### config.mk
export PLATFORM = sky130hd
export DESIGN_NAME = sacl_set_update
export DESIGN_NICKNAME = d
export VERILOG_FILES = /design/src/sv/sacl_set_update.sv
export SDC_FILE = /design/constraint.sdc
export NUM_CORES = 2
export LEC_CHECK = 0
export ABC_AREA = 1
export ABC_CLOCK_PERIOD_IN_PS = 13020
export BUFFER_PORTS_ARGS = -buffer_cell sky130_fd_sc_hd__buf_2
export CORE_AREA = 2 2 452 454
export DETAILED_ROUTE_END_ITERATION = 8
export DIE_AREA = 0 0 454 456
export SYNTH_ARGS = -nofsm -noshare
export SYNTH_HDL_FRONTEND = slang
export SYNTH_SLANG_ARGS = --single-unit
### constraint.sdc
create_clock -name vclk -period 13.02
set_clock_uncertainty 0.2 [all_clocks]
set_input_delay 1.953 -clock vclk [all_inputs]
set_output_delay 1.953 -clock vclk [all_outputs]
set_load 0.02 [all_outputs]
### src/sv/sacl_set_update.sv
// Combinational lookup and LRU update of one set (all ways as one row).
// No dependencies.
`default_nettype none
module sacl_set_update #(
	parameter int unsigned MAX_WAYS = 8,
	parameter int unsigned TAG_W = 64,
	parameter int unsigned RANK_W = 3
) (
	input  wire logic [MAX_WAYS-1:0]              valid_in,
	input  wire logic [MAX_WAYS-1:0][TAG_W-1:0]   tag_in,
	input  wire logic [MAX_WAYS-1:0][RANK_W-1:0]  rank_in,
	input  wire logic [$clog2(MAX_WAYS+1)-1:0]    ways,
	input  wire logic [TAG_W-1:0]                 tag,
	output logic                                  hit,
	output logic                                  evict,
	output logic      [MAX_WAYS-1:0]              valid_out,
	output logic      [MAX_WAYS-1:0][TAG_W-1:0]   tag_out,
	output logic      [MAX_WAYS-1:0][RANK_W-1:0]  rank_out
);
	localparam int unsigned WAY_W = (MAX_WAYS > 1) ? $clog2(MAX_WAYS) : 1;
	localparam logic [RANK_W-1:0] RANK_MAX = RANK_W'(MAX_WAYS - 1);

	logic [MAX_WAYS-1:0] in_use, hit_vec, free_vec;
	logic [WAY_W-1:0] hit_way, free_way, lru_way, sel_way;
	logic [RANK_W-1:0] lru_rank, sel_rank;
	logic found_free;

	always_comb begin
		for (int i = 0; i < MAX_WAYS; i++) begin
			in_use[i] = (($clog2(MAX_WAYS+1))'(i) < ways);
			hit_vec[i] = in_use[i] && valid_in[i] && (tag_in[i] == tag);
			free_vec[i] = in_use[i] && !valid_in[i];
		end
		hit = |hit_vec;
		found_free = |free_vec;
		hit_way = '0;
		free_way = '0;
		for (int i = MAX_WAYS - 1; i >= 0; i--) begin
			if (hit_vec[i]) begin
				hit_way = WAY_W'(i);
			end
			if (free_vec[i]) begin
				free_way = WAY_W'(i);
			end
		end
		lru_way = '0;
		lru_rank = rank_in[0];
		for (int i = 1; i < MAX_WAYS; i++) begin
			if (in_use[i] && rank_in[i] > lru_rank) begin
				lru_way = WAY_W'(i);
				lru_rank = rank_in[i];
			end
		end
		evict = !hit && !found_free;
		if (hit) begin
			sel_way = hit_way;
		end else if (found_free) begin
			sel_way = free_way;
		end else begin
			sel_way = lru_way;
		end
		sel_rank = (!hit && found_free) ? RANK_MAX : rank_in[sel_way];
		valid_out = valid_in;
		tag_out = tag_in;
		rank_out = rank_in;
		for (int i = 0; i < MAX_WAYS; i++) begin
			if (WAY_W'(i) == sel_way) begin
				rank_out[i] = '0;
				if (!hit) begin
					valid_out[i] = 1'b1;
					tag_out[i] = tag;
				end
			end else if (valid_in[i] && rank_in[i] < sel_rank && rank_in[i] < RANK_MAX) begin
				rank_out[i] = rank_in[i] + 1'b1;
			end
		end
	end
endmodule
`default_nettype wire

# After elaboration in Yosys (flattened, before gate mapping)
# Cells that the tools add are included.
dict set report word_totals {
  regBits 0
  in_bits 612
  wordCells 199
}
dict set report op_classes {
  n_addsub 8
  order_cmp 32
  eq_ne 15
  n_mux 82
  reduce_logical 62
}
# cell count
set op_table {}
lappend op_table {{$mux 64} 16}
lappend op_table {{$eq 64x64->1} 8}
lappend op_table {{$mux 3} 48}
lappend op_table {{$logic_and 1x1->1} 49}
lappend op_table {{$add 3x1->3 const B} 8}
lappend op_table {{$lt 3x3->1} 8}
lappend op_table {{$lt 3x3->1 const B} 8}
lappend op_table {{$gt 3x3->1} 7}
lappend op_table {{$mux 1} 17}
lappend op_table {{$lt 3x4->1 const A} 4}
lappend op_table {{$reduce_or 8->1} 2}
lappend op_table {{$eq 3x3->1 const A} 4}
lappend op_table {{$logic_not 1->1} 10}
lappend op_table {{$bmux 3 s3} 1}
lappend op_table {{$lt 1x4->1 const A} 2}
lappend op_table {{$lt 2x4->1 const A} 2}
lappend op_table {{$eq 2x3->1 const A} 2}
lappend op_table {{$lt 3x4->1 const B} 1}
lappend op_table {{$eq 1x3->1 const A} 1}
lappend op_table {{$logic_not 3->1} 1}

# Depth between registers and ports, before layout
dict set report depth {
  word_depth 31
  mapped_depth 67
}

# Worst setup path after synthesis
# No wires, ideal clock.
dict set report synth_path {
  path_type {input-to-output}
  startpoint {input port rank_in[2] (netlist name)}
  endpoint {output port rank_out[3] (netlist name)}
  t_arrival_ns 9.835
  path_slack_ns 1.032
  path_stages 62
  path_buffers 2
  path_cell_list {inv_1 > ha_1 > a21oi_1 > nand2_1 > nand2_4 > nand2_1 > o21ai_0 > ha_1 > o21ai_0 > nand3_1 > nand3_2 > nand2_2 > o21ai_0 > ha_1 > or2_2 > o22ai_1 > inv_1 > nand2_2 > (+26 left out) > nand2_1 > nor2_1 > nand2_1 > nand2_2 > inv_2 > buf_6 > nand3_1 > nand2_1 > o21ai_1 > nand3_2 > buf_6 > nand2_1 > nand2_1 > inv_2 > nand2_2 > nand2_2 > nor2_1 > nor2_1}
}
# element line
set synth_rtl {}
lappend synth_rtl {{start, declared} 11} ;# input wire logic [MAX_WAYS-1:0][RANK_W-1:0] rank_in,
lappend synth_rtl {{end, declared} 18} ;# output logic [MAX_WAYS-1:0][RANK_W-1:0] rank_out

==> results list <==
- Cell with the most instances on the worst path: sky130_fd_sc_hd__nand2_1
* Worst hold path depth: 4
- Among all stages on the critical path, the largest delay is contributed by sky130_fd_sc_hd__o21ai_0.
* Final total power: 1.99 mW
- Leading cell type in the layout, fill and taps excluded: sky130_fd_sc_hd__buf_2
* Final number of setup-violating endpoints: 0
- Post-route setup slack: 0.486 ns
- Type of destination of the critical path: primary output
* Number of nets in the final layout: 4,610
* Num sequential: 0
- The mapped netlist covers 0.0140 mm^2.
- Counting every net in the synthesized netlist gives 3,316.
- Place WS: -0.713 ns
- Port Buffer Count: between 1,000 and 1,500
- The floorplan step defined a die boundary enclosing 0.207 mm^2.
- Core region area: 0.202 mm^2
- The HPWL after detailed placement is 313,000 um.
* Number of clock buffers in the layout: 0
- Path type of the worst setup path: in -> out
- Main area contributors after synthesis: sky130_fd_sc_hd__o22ai_1, sky130_fd_sc_hd__nand2_1, sky130_fd_sc_hd__inv_1
- Sum of negative setup slack: 0 ns
- Leaving out fill and tap cells, the most frequent cells in the layout are sky130_fd_sc_hd__buf_2, sky130_fd_sc_hd__nand2_1, sky130_fd_sc_hd__o22ai_1, sky130_fd_sc_hd__inv_1, sky130_fd_sc_hd__buf_4.
- The detail route stage leaves a number of antenna-violating nets equal to 0.
* Type of the most critical hold path: in -> out
* Compound-Gate Fraction of Synth Area: 0.376
- Across every metal layer, demand over resource in global routing totals 0.335.
- Final design area excluding fillers: 0.0263 mm^2
- In this run the power density over the cells is 75.6 mW/mm^2.
* Mean number of vias per cell: 4.84
* Fin. Hold Viols: 0
- Max Slew Vio Count: 0
* Vias in the first global route: 29,900
- The detailed router placed between 30,000 and 40,000 vias in this run.
- Together, buffers and inverters on the worst path number 11.
* Area fraction of the dominant cell type after synthesis: 0.185
* DR WL/cell: approximately 53 um
- Launching instance or port of the critical path: rank_in[3]
- From synthesis to final layout, the design area changed by 87.9%.
- Starting density of the core: 0.0694
- For the pin with the worst max-slew slack, the measured transition is 1.27 ns.
- Data on the critical path arrives at its endpoint at 10.38 ns.
- The total overflow left after global routing is 0.
- Area share of fa/ha/maj cells after synthesis: 0.0188
* Number of violations reported at the end of detailed-routing iteration 0: 5,169
- Run status: completed
- Summing all placed instances gives a cell area of 0.0254 mm^2.
- Count of placed standard cells in the final layout, fillers left out: 6,830
* Routability congestion estimate from global placement: around 1.1
- For this design the static power due to leakage is between 10 and 15 nW.
* Die Y: 456 um
* Largest family of logic cells by synthesized area: compound AO/OA/AOI/OAI gates
* Number of antenna violations at the first check in global routing: roughly 230
* Maximum number of pins on one net before global-route repair: 64
- Startpoint types: primary input
- Sequential fraction of the synthesis area: 0
* Crit path max fanout: between 40 and 50
- Final hold analysis gives a worst-case slack of approximately 4 ns.
- Register area: 0 um^2
* Average footprint of a synthesized cell: 5.22 um^2
- After layout, the minimum clock period comes to 12.53 ns.
- Post-layout utilization of the core: 0.130
- The kind of cell with the highest combined delay along the critical path is simple AND/OR/NAND/NOR gates.
- Simple-gate share of the synthesized area: 0.319
* Horiz. Die Dim: 454 um
- Layout cells sized above 1: 0.422
* Post-synthesis instance total: between 2,000 and 3,000
- Total Wirelength: 365,000 um
* Distinct cells, synth: 46
- Count of yosys warnings during synthesis: 0
- sky130_fd_sc_hd__o22ai_1 takes more of the synthesized area than any other cell.
- Hold repair after CTS inserted 0 buffers.
- The number of placed instances, taps included, is 6,640.
- Number of search-and-repair iterations in the first detailed-routing pass: 7
- between 1,000 and 1,500 I/O pins were placed.
- On the worst path, the slowest cell contributes a delay of 0.69 ns.
* DRC Markers: 0
- Xor-xnor portion of the synthesized cell area: 0.118
- The first global-routing pass estimated between 400,000 and 500,000 um of wire.
- Slew HR: 0.148
- End of the worst hold path: tag_out[482]
- MaxCap Viol Count: 0
- Worst Path Required: 10.87 ns
* Start point of the worst min-delay path: tag_in[482]
* Max frequency: between 0.07 and 0.08 GHz
- The floorplan has approximately 170 rows.
* Post-synthesis mux area share: 0
* Share of the cycle needed by the critical path after routing: 0.963
* IR drop worst, VDD: roughly 0.022 mV
## cells in the mapped netlist (all sizes together) (15+ instances only)
cell type / n
nand4: 47
nand3: 68
inv: 394
nand2: 656
xor2: 149
clkinv: 15
nor2: 156
buf: 89
o2111ai: 24
nor4: 61
o22ai: 414
clkbuf: 92
o21ai: 330
ha: 21
xnor2: 40
a221oi: 52
## what timing repair did
item                                    4_1_cts  5_1_grt
endpoints found under the setup margin      462      544
resized for setup                            60       89
pin swaps                                     2       22
buffers inserted                              0        6
gates cloned                                  0        1
## where the power goes
| part | internal (mW) | switching (mW) | total (mW) |
|---|---|---|---|
| sequential | 0 | 0 | 0 |
| combinational | 0.501 | 1.49 | 1.99 |
| clock | 0.000000199 | 0 | 0.000000200 |
## worst min-delay path: stages
cell and delay, ns:
sky130_fd_sc_hd__buf_2 0.12, sky130_fd_sc_hd__nand2_1 0.06, sky130_fd_sc_hd__o21ai_1 0.05, sky130_fd_sc_hd__buf_2 0.15
## final cells by class
| cell class | count | area [um^2] |
|---|---|---|
| Timing Repair Buffer | 1473 | 8870 |
| Tap cell | 2672 | 3340 |
| Inverter | 409 | 1550 |
| Antenna cell | 183 | 458 |
| Fill cell | 24000 | 175000 |
| Multi-Input combinational cell | 2093 | 12100 |
## how the worst max path moves through the flow
stage | endpoint | slack (ns) | depth (start not counted)
3_3_place_gp | rank_out[12] | -0.87 | 65
5_1_grt | rank_out[21] | -0.08 | 67
4_1_cts | rank_out[12] | 0.001 | 65
6_report | tag_out[231] | 0.49 | 61
2_1_floorplan | rank_out[3] | 1.03 | 62
3_5_place_dp | rank_out[13] | -0.71 | 64
## routing by layer
layer | share of wire | GRT usage | wire, um
met3 | 0.13 | 0.166 | 48200
met1 | 0.34 | 0.352 | 126000
met4 | 0.095 | 0.260 | 34600
met2 | 0.43 | 0.506 | 156000
met5 | 0.0016 | 0.00163 | 571
## logic make-up after synthesis
| family | Yosys count |
|---|---|
| and+or+nand+nor | 1017 |
| AOI/OAI and AO/OA | 866 |
| buffers and inverters | 590 |
| xor gates and xnor gates | 189 |
| adders and majority gates | 21 |
(Power assumes the default switching activity.)
