==> src/sv/sacl_ram.sv <==
// Generic single-port RAM with registered read.
// No dependencies.
`default_nettype none
module sacl_ram #(
	parameter int unsigned WIDTH = 8,
	parameter int unsigned DEPTH = 16
) (
	input  wire logic                                      clk,
	input  wire logic                                      we,
	input  wire logic [(DEPTH > 1 ? $clog2(DEPTH) : 1)-1:0] addr,
	input  wire logic [WIDTH-1:0]                          wdata,
	output logic      [WIDTH-1:0]                          rdata
);
	logic [WIDTH-1:0] mem_q [DEPTH];

	always_ff @(posedge clk) begin
		if (we) begin
			mem_q[addr] <= wdata;
		end
		rdata <= mem_q[addr];
	end
endmodule
`default_nettype wire

==> config.mk <==
export PLATFORM = sky130hd
export DESIGN_NAME = sacl_ram
export DESIGN_NICKNAME = d
export VERILOG_FILES = /design/src/sv/sacl_ram.sv
export SDC_FILE = /design/constraint.sdc
export NUM_CORES = 1
export LEC_CHECK = 0
export BUFFER_PORTS_ARGS = -buffer_cell sky130_fd_sc_hd__buf_2
export CORE_UTILIZATION = 35
export DETAILED_ROUTE_END_ITERATION = 12
export PLACE_DENSITY = 0.61
export SYNTH_ARGS = -nofsm -noshare
export SYNTH_HDL_FRONTEND = slang
export SYNTH_SLANG_ARGS = --single-unit
export TNS_END_PERCENT = 5
==> constraint.sdc <==
create_clock -name clk -period 1.6 [get_ports clk]
set_clock_uncertainty 0.15 [all_clocks]
set_input_delay 0.08 -clock clk [delete_from_list [all_inputs] [get_ports clk]]
set_output_delay 0.08 -clock clk [all_outputs]
set_load 0.02 [all_outputs]
# == Word level (Yosys, flattened, before mapping) ==
# Memories as Yosys holds them, arrays and structs flattened. A register that Yosys moved wholly into a read port is not among the register bits.
# Index checks and enable logic that the tools add are counted.
# word_totals
regBits,0
mem_bits_rw,128
inputBits,14
wordCells,3
mem_count,1
# mem_list
memory,depth,word_bits,rd,rd_ports_with_merged_regs,wr,line,source
mem_q,16,8,1,1,1,14,logic [WIDTH-1:0] mem_q [DEPTH];
# classes
n_mux,2
# ops
cell,n
1-bit two-way mux,2

# == Longest topological paths before layout ==
# Gate-level depths: netlist of run 1.
# depth
depth_word,2
depth_mapped,5
mapped_depth_nobuf,3

# == Worst setup path before layout of run 1 ==
# No wires, ideal clock.
# synth_timing
path_type,input to register
from,input addr[2] (netlist name)
to,"memory mem_q[0][0], enable pin"
t_arrival_ps,1190
required_time_ps,1067
slack_ps,-123
path_stages,2
n_path_buf,0
path_cell_list,or3b_2 > nor3_1
# synth_lines
element,line,source
"start, declared",10,"input wire logic [(DEPTH > 1 ? $clog2(DEPTH) : 1)-1:0] addr,"
"end, declared",14,
# Straight into the memory's write port.

==> results of run 1 <==
[synthesized netlist by cell type]
master | n | area, um2
sky130_fd_sc_hd__nor2_1 | 13 | 48.80
sky130_fd_sc_hd__nand3_1 | 1 | 5.000
sky130_fd_sc_hd__nor3_1 | 4 | 20.02
sky130_fd_sc_hd__buf_2 | 2 | 10.01
sky130_fd_sc_hd__or3b_2 | 1 | 8.760
sky130_fd_sc_hd__nand2b_1 | 2 | 12.51
sky130_fd_sc_hd__and2_1 | 1 | 6.260
sky130_fd_sc_hd__nand3b_1 | 2 | 15.01
sky130_fd_sc_hd__buf_1 | 4 | 15.01
sky130_fd_sc_hd__a22oi_1 | 16 | 120.1
sky130_fd_sc_hd__dfxtp_1 | 8 | 160.2
sky130_fd_sc_hd__nand2_1 | 9 | 33.78
sky130_fd_sc_hd__nor2b_1 | 2 | 12.51
sky130_fd_sc_hd__clkbuf_2 | 1 | 5.000
sky130_fd_sc_hd__mux4_2 | 32 | 720.7
sky130_fd_sc_hd__clkbuf_1 | 2 | 7.510
sky130_fd_sc_hd__buf_6 | 2 | 22.52
sky130_fd_sc_hd__edfxtp_1 | 128 | 3844
[sequential cells by signal, indices dropped and copies added (netlist names)]
| signal | count |
|---|---|
| rdata | 8 |
| mem_q | 128 |
[per-layer routing]
| layer | up-vias | global-route usage | share of wire |
|---|---|---|---|
| met3 | 17 | 0.03950 | 0.058 |
| met4 | 0 | 0.09756 | 0.023 |
| met1 | 1324 | 0.2083 | 0.44 |
| met2 | 70 | 0.2349 | 0.48 |
| met5 | - | 0 | 0 |
| li1 | 1091 | - | - |
[layout make-up]
| class | count | share of cell area |
|---|---|---|
| clock buffers | 21 | 0.07323 |
| clock inverters | 11 | 0.02050 |
| multi-input cells | 83 | 0.1604 |
| flip-flops and latches | 136 | 0.6368 |
| well taps | 180 | 0.03582 |
| repair buffers | 59 | 0.07323 |
[per-stage QoR]
stage / std cells / util / hold slack, ns / TNS (ns) / area, um2
finish: 490 / 0.4495 / 0.1724 / 0 / 6287
global route: 490 / 0.4495 / 0.1933 / 0 / 6287
CTS: 490 / 0.4495 / 0.1557 / 0 / 6287
detailed placement: 450 / 0.4016 / 0.3367 / -0.3069 / 5618
global placement: 450 / 0.4016 / 0.3232 / -0.2944 / 5618
floorplan: 230 / - / 0.02887 / -4.913 / 5072
[worst max path at each step]
stage            startpoint      endpoint  slack [ns]
2_1_floorplan       addr[1]  mem_q[12][0]       -0.07
3_3_place_gp        addr[0]      rdata[5]       -0.11
3_5_place_dp        addr[0]      rdata[5]       -0.12
4_1_cts        mem_q[11][5]      rdata[5]        0.06
5_1_grt        mem_q[15][3]      rdata[3]        0.04
6_report       mem_q[11][5]      rdata[5]        0.11
[worst max-delay path: cells and delay by family, from the launching register on]
family	cells	cell delay [ns]
muxes	1	0.49
DFF	1	0.36
and+or+nand+nor	1	0.09
AOI/OAI and AO/OA	1	0.29
[cells by family after synthesis]
group | count (synthesis) | share of synthesized area
and+or+nand+nor | 35 | 0.03210
AOI/OAI and AO/OA | 16 | 0.02370
DFF | 136 | 0.7901
muxes | 32 | 0.1422
buffers and inverters | 11 | 0.01185
[where the power goes]
| part | leakage (uW) | internal, uW | total (uW) | switching [uW] |
|---|---|---|---|---|
| registers | 0.00122 | 3990 | 4010 | 24.1 |
| logic | 0.000600 | 197 | 452 | 255 |
| clock network | 0.000298 | 2500 | 3830 | 1330 |
| total | 0.00212 | 6690 | 8300 | 1610 |
[layout by cell type, fill, tap and decap left out, types with 2 or more instances in the layout]
| cell type | n |
|---|---|
| sky130_fd_sc_hd__dlygate4sd3_1 | 8 |
| sky130_fd_sc_hd__buf_12 | 4 |
| sky130_fd_sc_hd__buf_2 | 21 |
| sky130_fd_sc_hd__bufinv_16 | 3 |
| sky130_fd_sc_hd__nand2_1 | 9 |
| sky130_fd_sc_hd__clkbuf_1 | 2 |
| sky130_fd_sc_hd__nand3b_1 | 2 |
| sky130_fd_sc_hd__clkinv_2 | 7 |
| sky130_fd_sc_hd__nor2b_1 | 2 |
| sky130_fd_sc_hd__nand2b_1 | 2 |
| sky130_fd_sc_hd__clkbuf_16 | 17 |
| sky130_fd_sc_hd__nor3_1 | 3 |
| sky130_fd_sc_hd__mux4_2 | 32 |
| sky130_fd_sc_hd__dfxtp_1 | 8 |
| sky130_fd_sc_hd__buf_4 | 26 |
| sky130_fd_sc_hd__a22oi_1 | 16 |
| sky130_fd_sc_hd__clkbuf_8 | 2 |
| sky130_fd_sc_hd__nor2_1 | 13 |
| sky130_fd_sc_hd__edfxtp_1 | 128 |
[repair_timing]
item | CTS | global route
endpoints found under the hold margin | 128 | 0
endpoints found under the setup margin | 0 | 0
hold buffers | 8 | 0
gates resized for setup | 0 | 0
==> results.json, run 1 <==
{
  "antenna_found_initial": 0,
  "synthesized_netlist_net_count": 244,
  "clockBufferDepth": 2,
  "fin_nets": 311,
  "min-delay-start": "addr[2]",
  "rr_endpoint": "rdata[5]",
  "route.detailed.wl_per_inst_um": 21.40,
  "post-cts-setup-buffer-count": 0,
  "firstDrtPassIters": 4,
  "area_of_combinational_cells_with_multiple_inputs_um2": 1008,
  "vias_in_the_first_global_route": 2594,
  "clock-root-buffer": "sky130_fd_sc_hd__clkbuf_16",
  "maximum_number_of_pins_on_one_net_before_global_route_repair": 25,
  "timing.critical_path.slowest_cell_delay_ns": 0.49,
  "pin_count": 22,
  "ir_worst_vdd_uv": 759.0,
  "seq_area_frac_synth": 0.7901,
  "netlist_instances": 230,
  "synth_area_um2": 5067,
  "worst-endpoint-required_ns": 1.74,
  "fp.dieArea_um2": 14960,
  "leakagePower_uw": 0.002122,
  "grt_pass1_wl_um": 15810,
  "timing.hold.worst_path_depth": 4,
  "antenna_left": 0,
  "path_cells": "mux4_2 -> a22oi_1 -> nand2_1",
  "num_antenna_cells": 0,
  "outcome": "finished, final reports clean",
  "die_h_um": 122.3,
  "slew_headroom": 0.5410,
  "place.port_buffers": 21,
  "ys_types": 18,
  "floorplan.rows": 43,
  "grt_setup_unrepaired": "false",
  "globalRoute.totalOverflow": 0,
  "critPathMaxFanout": 1,
  "cts_inserted_buffers": 17,
  "cts.clk_slew.worst_paths_ns": 0.05,
  "post-place-ws_ns": -0.1249,
  "number_of_vias_after_detailed_routing": 2502,
  "ff2ff_setup_slack_ns": 0.11,
  "floorplan.die.width_um": 122.3,
  "path_class": "register to register",
  "clkLatencyLatePin_ns": 0.41,
  "cpMaxStageDelayCell": "sky130_fd_sc_hd__mux4_2",
  "start_util": 0.3623,
  "synth.yosys.warnings": 0,
  "design_power_total_uw": 8296,
  "cts_tree": "done",
  "hold-path-endpoint": "mem_q[0][4]",
  "tightest_slew_ns": 0.6871,
  "max_freq_ghz": 0.6690,
  "routed_wl_um": 10490,
  "clock_tree.htree_level_count": 4,
  "grt.total_usage": 0.1580,
  "layout.filler_cells": 1197,
  "fp.coreArea_um2": 13990,
  "finalWorstPathRequiredPeriod_ns": 1.495,
  "maxcap_viol_count": 0,
  "area_growth_pct": 24.07,
  "setup_violations": 0,
  "critical_path.reg2reg.startpoint": "mem_q[11][5]",
  "drive_above_1_share": 0.3677,
  "hold_viol_final": 0,
  "slew_violations": 0,
  "data_arrival_time_at_the_worst_slack_endpoint_ns": 1.64,
  "vias_per_cell": 5.106,
  "detail_route.drc_violations": 0,
  "detail_route.iter0.violations": 204,
  "critPathCaptureType": "register",
  "critPathLaunchType": "register",
  "r2r.worst_path.cells": 3,
  "cts_num_sinks": 136,
  "place.detailed.hpwl_um": 6790,
  "power-per-cell-area_nw_per_um2": 1320,
  "register_area_um2": 4004,
  "worst_hold_path_type": "primary input to register",
  "ys_ff_latch": 136,
  "globalplace.congestion": 0.7358,
  "layout_worst_path_cycle_share": 0.9342,
  "synth_area_per_cell_um2": 22.03,
  "worst_slack_ns": 0.1052
}
No activity file was read; power rests on OpenSTA's default activity.
==> run 2: changes to the inputs <==
--- a/config.mk
+++ b/config.mk
@@ -7,8 +7,9 @@
 export LEC_CHECK = 0
 export BUFFER_PORTS_ARGS = -buffer_cell sky130_fd_sc_hd__buf_2
 export CORE_UTILIZATION = 35
+export CTS_BUF_LIST = sky130_fd_sc_hd__clkbuf_4
 export DETAILED_ROUTE_END_ITERATION = 12
-export PLACE_DENSITY = 0.61
+export PLACE_DENSITY = 0.59
 export SYNTH_ARGS = -nofsm -noshare
 export SYNTH_HDL_FRONTEND = slang
 export SYNTH_SLANG_ARGS = --single-unit
==> constraint.sdc (replaced) <==
create_clock -name clk -period 1.62 [get_ports clk]
set_clock_uncertainty 0.15 [all_clocks]
set_input_delay 0.081 -clock clk [delete_from_list [all_inputs] [get_ports clk]]
set_output_delay 0.081 -clock clk [all_outputs]
set_load 0.02 [all_outputs]
==> results.json, run 2 (synthesis results as in run 1) <==
{
  "tightest_slew_ns": 0.4571,
  "clock-root-buffer": "sky130_fd_sc_hd__clkbuf_4",
  "final_util": 0.4337,
  "leakagePower_uw": 0.002045,
  "layout.filler_cells": 1223,
  "critPathMaxFanout": 1,
  "clkLatencyLatePin_ns": 0.50,
  "critPathBufInv": 0,
  "layout_worst_path_cycle_share": 0.9368,
  "detail_route.iter0.violations": 290,
  "vias_in_the_first_global_route": 2560,
  "worst_hold_path_type": "primary input to register",
  "clockBufferDepth": 2,
  "fin_nets": 325,
  "largest_registers": "mem_q x128, rdata x8",
  "clock_tree.htree_level_count": 4,
  "path_class": "register to register",
  "rr_endpoint": "rdata[3]",
  "cts_num_sinks": 136,
  "cts_tree": "done",
  "area_growth_pct": 19.73,
  "fin_setup_tns_ns": 0,
  "worst_slack_ns": 0.1025,
  "largest_register_ffs": 128,
  "timing.critical_path.slowest_cell_delay_ns": 0.48,
  "floorplan.die.width_um": 122.3,
  "layout_commonest_cell": "sky130_fd_sc_hd__edfxtp_1",
  "die_h_um": 122.3,
  "maximum_number_of_pins_on_one_net_before_global_route_repair": 28,
  "largest-register": "mem_q",
  "path_cells": "mux4_2 -> a22oi_1 -> nand2_1",
  "critPathLaunchType": "register",
  "hold-path-endpoint": "mem_q[0][1]",
  "floorplan.rows": 43,
  "timing.hold.worst_path_depth": 4,
  "finalWorstPathRequiredPeriod_ns": 1.518,
  "place.detailed.hpwl_um": 6595,
  "fp.dieArea_um2": 14960,
  "firstDrtPassIters": 4,
  "routed_wl_um": 9803,
  "max_freq_ghz": 0.6590,
  "post-place-ws_ns": -0.1531,
  "power-per-cell-area_nw_per_um2": 1090,
  "critical_path.reg2reg.startpoint": "mem_q[11][3]",
  "most-common-layout-cells": "sky130_fd_sc_hd__edfxtp_1 (128), sky130_fd_sc_hd__buf_4 (42), sky130_fd_sc_hd__mux4_2 (32)",
  "globalplace.congestion": 0.7101,
  "worst-endpoint-required_ns": 1.84,
  "critPathCaptureType": "register",
  "drive_above_1_share": 0.3951,
  "dpl.cell_count": 464,
  "route.detailed.wl_per_inst_um": 19.45,
  "cts_inserted_buffers": 17,
  "post_cts.resized_instances": 0,
  "setup_violations": 0,
  "globalRoute.totalOverflow": 0,
  "worst_path_dominant_cell_family": "multiplexers",
  "cts.clk_slew.worst_paths_ns": 0.10,
  "number_of_vias_after_detailed_routing": 2458,
  "grt.total_usage": 0.1491,
  "detail_route.drc_violations": 0,
  "ff2ff_setup_slack_ns": 0.10,
  "pin_count": 22,
  "antenna_left": 0,
  "slew_headroom": 0.6929,
  "maxcap_viol_count": 0,
  "start_util": 0.3623,
  "fp.coreArea_um2": 13990,
  "ir_worst_vdd_uv": 372.7,
  "num_antenna_cells": 0,
  "slew_violations": 0,
  "hold_viol_final": 0,
  "hold-worst-slack_ns": 0.06087,
  "grt_setup_unrepaired": "false",
  "min-delay-start": "addr[3]",
  "antenna_found_initial": 0,
  "place.port_buffers": 21,
  "outcome": "finished, final reports clean",
  "r2r.worst_path.cells": 3,
  "vias_per_cell": 4.877,
  "final_non_filler_cell_total": 504,
  "data_arrival_time_at_the_worst_slack_endpoint_ns": 1.74,
  "grt_pass1_wl_um": 15390,
  "path_depth": 3,
  "cpMaxStageDelayCell": "sky130_fd_sc_hd__mux4_2"
}
-- run 2: cell types whose count changed in the layout (fill, tap and decap cells not counted), sizes merged --
cell      previous run  this run
clkinvlp             0         2
clkinv               8         6
buf                 51        65
-- run 2: power by group --
part	switching [uW]	internal [uW]	total, uW
combinational	244	199	444
sequential	23.5	3930	3950
clock	1100	1120	2220
-- run 2: per-stage QoR --
| stage | area [um2] | total power [uW] |
|---|---|---|
| CTS | 6067 | 6685 |
| finish | 6067 | 6614 |
| floorplan | 5072 | 4257 |
| global route | 6067 | 6873 |
| global placement | 5698 | 4459 |
| detailed placement | 5698 | 4468 |
-- run 2: cell type report --
type	count	area, um2	area share
timing repair buffer	73	540.5	0.08909
clock inverter	11	131.4	0.02165
sequential	136	4004	0.6599
tap	180	225.2	0.03712
clock buffer	21	157.7	0.02598
multi-input combinational	83	1008	0.1662
-- run 2: timing repair --
item,in CTS,in global routing
hold buffers,8,0
hold endpoints to repair,128,0
endpoints found under the setup margin,0,0
setup buffers,0,0
-- run 2: worst max-delay path by stage --
| stage | endpoint | start | slack (ns) |
|---|---|---|---|
| final | rdata[3] | mem_q[11][3] | 0.10 |
| after global routing | rdata[6] | mem_q[14][6] | 0.06 |
| after CTS | rdata[3] | mem_q[11][3] | 0.08 |
| after detailed placement | rdata[6] | addr[0] | -0.15 |
| after global placement | rdata[6] | addr[0] | -0.14 |
| after floorplan | mem_q[12][0] | addr[1] | -0.05 |
-- run 2: metal layers --
metal | global-route usage | part of all wire | vias up
met5 | 0 | 0 | -
met4 | 0.05716 | 0.013 | 0
li1 | - | - | 1126
met3 | 0.03625 | 0.047 | 9
met2 | 0.2296 | 0.48 | 69
met1 | 0.2047 | 0.46 | 1254
-- run 2: worst min-delay path, cell delays in order --
cell	delay, ns
sky130_fd_sc_hd__buf_2	0.10
sky130_fd_sc_hd__or3b_2	0.16
sky130_fd_sc_hd__nor3_2	0.06
sky130_fd_sc_hd__buf_4	0.13
